### config.mk
export PLATFORM = sky130hd
export DESIGN_NAME = vdte_cmd_fifo
export DESIGN_NICKNAME = d
export VERILOG_FILES = /design/src/design/vdte_pkg.sv /design/src/design/vdte_cmd_fifo.sv
export SDC_FILE = /design/constraint.sdc
export NUM_CORES = 1
export LEC_CHECK = 0
export ABC_AREA = 1
export ABC_CLOCK_PERIOD_IN_PS = 5700
export BUFFER_PORTS_ARGS = -buffer_cell sky130_fd_sc_hd__buf_2
export CELL_PAD_IN_SITES_DETAIL_PLACEMENT = 1
export CELL_PAD_IN_SITES_GLOBAL_PLACEMENT = 1
export CORE_MARGIN = 2
export CORE_UTILIZATION = 44
export CTS_CLUSTER_SIZE = 10
export DETAILED_ROUTE_END_ITERATION = 8
export PLACE_DENSITY = 0.84
export SLEW_MARGIN = 20
export SYNTH_ARGS = -nofsm -noshare
export SYNTH_HDL_FRONTEND = slang
export SYNTH_SLANG_ARGS = --single-unit
### constraint.sdc
create_clock -name aclk -period 5.7 [get_ports aclk]
set_input_delay 1.425 -clock aclk [delete_from_list [all_inputs] [get_ports aclk]]
set_output_delay 1.425 -clock aclk [all_outputs]
set_load 0.01 [all_outputs]
### src/design/vdte_pkg.sv
`default_nettype none
// ============================================================================
// vdte_pkg
// Shared types and constants of the dual triangle extractor.
// ============================================================================
package vdte_pkg;

    localparam int VERTEX_W = 16;
    localparam int LABEL_W  = 12;
    localparam int SLOT_W   = 12;
    localparam int SET_SLOTS = 1 << SLOT_W;
    localparam int COUNT_W  = SLOT_W + 1;
    localparam int KEY_W    = 3 * LABEL_W;

    typedef enum logic [1:0] {
        REQ_LOAD  = 2'd0,
        REQ_FACE  = 2'd1,
        REQ_CLEAR = 2'd2,
        REQ_NOP   = 2'd3
    } req_t;

    typedef enum logic [2:0] {
        ST_DONE = 3'd0,
        ST_SKIP = 3'd1,
        ST_DUP  = 3'd2,
        ST_NEW  = 3'd3,
        ST_FULL = 3'd4
    } status_t;

    typedef struct packed {
        req_t                 req;
        logic [VERTEX_W-1:0]  va;
        logic [VERTEX_W-1:0]  vb;
        logic [VERTEX_W-1:0]  vc;
        logic [LABEL_W-1:0]   label;
    } cmd_t;

    typedef enum logic [3:0] {
        BK_IDLE, BK_RDA, BK_RDB, BK_RDC, BK_CANON, BK_HASH, BK_HASH2,
        BK_PROBE, BK_CMP, BK_CLEAR, BK_OUT, BK_INIT
    } bk_state_t;

endpackage : vdte_pkg
`default_nettype wire

### src/design/vdte_cmd_fifo.sv
`default_nettype none
// ============================================================================
// vdte_cmd_fifo
// Two-entry request queue between the input port and the execution engine.
// ============================================================================
module vdte_cmd_fifo (
    input  wire logic          aclk,
    input  wire logic          aresetn,
    input  wire logic          wr_valid,
    output logic               wr_ready,
    input  vdte_pkg::cmd_t     wr_data,
    output logic               rd_valid,
    input  wire logic          rd_ready,
    output vdte_pkg::cmd_t     rd_data
);
    import vdte_pkg::*;

    cmd_t       mem_reg [2];
    logic       wptr_reg, rptr_reg;
    logic [1:0] cnt_reg;
    logic       do_wr, do_rd;

    assign wr_ready = (cnt_reg != 2'd2);
    assign rd_valid = (cnt_reg != 2'd0);
    assign rd_data  = mem_reg[rptr_reg];
    assign do_wr    = wr_valid && wr_ready;
    assign do_rd    = rd_valid && rd_ready;

    always_ff @(posedge aclk) begin
        if (do_wr) begin
            mem_reg[wptr_reg] <= wr_data;
        end
        if (!aresetn) begin
            wptr_reg <= 1'b0;
            rptr_reg <= 1'b0;
            cnt_reg  <= 2'd0;
        end else begin
            if (do_wr) wptr_reg <= !wptr_reg;
            if (do_rd) rptr_reg <= !rptr_reg;
            cnt_reg <= cnt_reg + {1'b0, do_wr} - {1'b0, do_rd};
        end
    end

    a_no_overflow: assert property (@(posedge aclk) disable iff (!aresetn)
        cnt_reg == 2'd2 |-> !do_wr) else $error("queue overflow");
    a_no_underflow: assert property (@(posedge aclk) disable iff (!aresetn)
        cnt_reg == 2'd0 |-> !do_rd) else $error("queue underflow");
    a_cnt_range: assert property (@(posedge aclk) disable iff (!aresetn)
        cnt_reg != 2'd3) else $error("queue count out of range");

endmodule : vdte_cmd_fifo
`default_nettype wire

== Word level (Yosys, flattened, before mapping) ==
Memories as Yosys holds them, arrays and structs flattened. A register that Yosys moved wholly into a read port is not among the register bits.
Cells that the tools add are included.

* Register bits after elaboration: 4
* RAM bits: 124
* Bits in read-only memories: 0
* Output and inout bits: 64
* Memories kept: 1
* Bits in latches: 0

* Reduce and logical (&&, ||, !) cells: 5
* Shift operators: 0
* Eq/ne operators: 1
* Muxes and demuxes: 4
* $lt $le $gt $ge: 0
* Divide/modulo/power cells: 0
* Multipliers: 0
* Add/sub/neg operators: 2
* Bitwise logic cells: 0

{| class="wikitable"
|+ Memory list
! memory !! words !! bits a word !! rd ports !! clocked after Yosys merged registers in !! write ports !! RTL line !! text
|-
| mem_reg || 2 || 62 || 1 || 1 || 1 || vdte_cmd_fifo.sv:18 || <nowiki>cmd_t mem_reg [2];</nowiki>
|}

{| class="wikitable"
|+ Operator list
! cell !! number
|-
| $mux W1 || 4
|-
| $add A2 B1 Y2 || 1
|-
| $logic_and A1 B1 Y1 || 2
|-
| $logic_not A1 Y1 || 2
|-
| $ne A2 B2 Y1 const B || 1
|-
| $reduce_bool A2 Y1 || 1
|-
| $sub A2 B1 Y2 || 1
|}

== Logic depth before layout (Yosys ltp) ==
* Depth in word-level cells: 4
* Gate-level depth with buffers: 11
* Depth with buffers taken out: 11

== Worst setup path after synthesis ==
No wires, ideal clock.

* Kind: input -> register
* Start point: input wr_valid
* End point: memory mem_reg[1][0] (netlist name) (enable)
* Library setup time: 484 ps
* Slack: 1024 ps
* Path buffers: 0
* Required time: 5216 ps
* Arrival time: 4192 ps
* Cell stages on the path: 2
* Cells stage by stage: nand2_1 -> nor2_1

* Longest elaborated chain between the ends: 3

{| class="wikitable"
|+ Ends and longest elaborated chain
! what !! RTL line !! text
|-
| start, declared || vdte_cmd_fifo.sv:9 || <nowiki>input wire logic wr_valid,</nowiki>
|-
| $logic_and A1 B1 Y1 || vdte_cmd_fifo.sv:26 || <nowiki>assign do_wr = wr_valid && wr_ready;</nowiki>
|-
| $mux W1 || vdte_cmd_fifo.sv:30 || <nowiki>if (do_wr) begin</nowiki>
|-
| $mux W1 (implied by the code) || vdte_cmd_fifo.sv:31 || <nowiki>mem_reg[wptr_reg] <= wr_data;</nowiki>
|-
| end, declared || vdte_cmd_fifo.sv:18 ||
|}

Every way passes these cells.

==> results.json <==
{
  "outcome": "finished clean",
  "ios": 130,
  "grt_overflow_total": 0,
  "arrival_ns": 2.27,
  "track_usage": 0.166,
  "grt_pass1_vias": 2756,
  "layout_common_cells": "129 x buf_2, 124 x edfxtp_1, 60 x mux2_4",
  "die_w_um": 111,
  "holdWs_ns": 0.513,
  "die_y_um": 111,
  "crit_fanout": 41,
  "io_buffer_count": 129,
  "ff_latch_area_um2": 3830,
  "crit_family": "flip-flops",
  "r2r.worst_path.cells": 5,
  "coreArea_um2": 11000,
  "max_cap_violations": 0,
  "postCtsSetupRepairBufs": 0,
  "grt_antenna_before_repair": 3,
  "wl_per_cell_um": 18.5,
  "htreeDepth": 4,
  "viasPerCell": 4.79,
  "fill_cells": 1037,
  "leakagePower_nw": 2.53,
  "synth.ff_latch_count": 129,
  "drc_errors": 0,
  "max_freq_mhz": 270,
  "final_area_um2": 6340,
  "cts_sinks": 129,
  "antenna_left": 0,
  "rsz0062_at_grt": "no",
  "final-max-slew-violation-count": 0,
  "cts_tree": "yes",
  "power_mw": 2.98,
  "place_area_um2": 5740,
  "ys_seq_area_frac": 0.763,
  "path_class": "flip-flop to primary output",
  "min_from": "rptr_reg",
  "setup-violations-final": 0,
  "clockBufferDepth": 2,
  "critPathSlowestCell": "dfxtp_4",
  "dr.pass1.iters": 4,
  "gp_congestion": 0.698,
  "post_cts_resized": 0,
  "dp_slack_ns": 2.16,
  "final_cells": 530,
  "r2r-start": "cnt_reg[0]",
  "fin_util": 0.578,
  "first_iter_violations": 117,
  "cts_root_buffer": "clkbuf_16",
  "syn_inst": 229,
  "ir_drop_uv": 212,
  "startpoint_type": "flip-flop",
  "largest_register_ffs": 124,
  "fin_worst_skew_ns": 0.00544,
  "end_kind": "primary output",
  "fin_setup_tns_ns": 0,
  "whs_path_depth": 2,
  "worst_pin_slew_ns": 0.768,
  "fin_ws_ns": 2.00,
  "path_buf_inv": 2,
  "place_hpwl_um": 6800,
  "grt_pass1_wl_um": 15100,
  "pwr_density_cell_nw_per_um2": 471,
  "synthesis.area_um2": 5010,
  "nNetsFinal": 442,
  "cts_buffers": 17,
  "syn_nets": 296,
  "rows": 38,
  "multi_input_area_um2": 1050,
  "min_to": "rptr_reg",
  "hold_buffers": 0,
  "worstSkewPairLatency_ns": 0.41,
  "start_util": 0.456,
  "yosysUniqueCellTypes": 14,
  "ys_warn_count": 0,
  "finalCritPeriodShare": 0.649,
  "max_stage_delay_ns": 0.83,
  "grt_max_degree": 42,
  "totalWireLength_um": 9810,
  "r2r_end": "mem_reg[1][56]",
  "die_area_um2": 12300,
  "worstPathRequired_ns": 4.28,
  "final_common_cell": "buf_2",
  "timing.final.crit_period_ns": 3.70,
  "worst-r2r-setup-slack_ns": 3.80,
  "hold_viol_final": 0,
  "avgSynthCellArea_um2": 21.9,
  "clkTransAtPathRegs_ns": 0.05,
  "vias": 2539,
  "drive_above_1_share": 0.587,
  "post-place-cells": 494,
  "crit_chain": "buf_4 -> mux2_2 -> buf_2",
  "slew_headroom": 0.488,
  "syn_to_final_growth_pct": 26.5,
  "hold_path_class": "flip-flop to flip-flop"
}
-- logic make-up after synthesis --
| group | after synthesis | share of synthesized area |
|---|---|---|
| buf+inv | 14 | 0.0314 |
| simple gates | 21 | 0.0165 |
| xor+xnor | 1 | 0.00175 |
| compound gates | 1 | 0.000997 |
| mux | 62 | 0.184 |
| fa+ha+maj | 1 | 0.00250 |
| flops | 129 | 0.763 |
-- Yosys cell counts --
library cell / count / area share
a21oi_1: 1 / 0.0010
buf_12: 6 / 0.024
buf_6: 1 / 0.0022
dfxtp_1: 5 / 0.020
edfxtp_1: 124 / 0.74
ha_1: 1 / 0.0025
inv_1: 7 / 0.0052
mux2_2: 2 / 0.0045
mux2_4: 60 / 0.18
nand2_1: 11 / 0.0082
nand3_1: 1 / 0.0010
nor2_1: 8 / 0.0060
nor2_2: 1 / 0.0012
xnor2_1: 1 / 0.0017
-- worst reg2reg max path, cell delays in order, from the launching register on --
cell	delay, ns
dfxtp_1	0.35
inv_1	0.05
nand2_1	0.08
nand2_1	0.20
nor2_4	0.45
buf_4	0.43
-- layer usage --
layer	up-vias	routed length, um	track usage	share of wire
met5	-	0	0	0
met4	0	153	0.0725	0.016
met3	14	644	0.0645	0.066
met2	90	5390	0.294	0.55
met1	1254	3620	0.176	0.37
li1	1181	-	-	-
-- how the worst max path moves through the flow --
stage / startpoint / end / cells past startpoint
after floorplan: wr_valid / mem_reg[1][0] / 2
after global placement: wr_valid / mem_reg[1][48] / 4
after detailed placement: wr_valid / mem_reg[0][57] / 4
after CTS: flip-flop / rd_data[0] / 3
after global routing: flip-flop / rd_data[61] / 3
final: flip-flop / rd_data[61] / 3
-- report_power, final --
| part | switching [mW] | total (mW) | leakage (nW) | internal (mW) |
|---|---|---|---|---|
| Combinational | 0.325 | 0.686 | 1.07 | 0.361 |
| Clock | 0.372 | 1.01 | 0.263 | 0.634 |
| Sequential | 0.0870 | 1.29 | 1.20 | 1.21 |
| Total | 0.785 | 2.98 | 2.53 | 2.20 |
-- final cells by class --
cell class / instances / share of cell area
Timing Repair Buffer: 134 / 0.112
Sequential cell: 129 / 0.603
Clock buffer: 19 / 0.0682
Multi-Input combinational cell: 86 / 0.165
Inverter: 7 / 0.00414
Antenna cell: 3 / 0.00118
Tap cell: 140 / 0.0276
Clock inverter: 12 / 0.0187
Note: power is estimated with default switching activity, not from simulation.
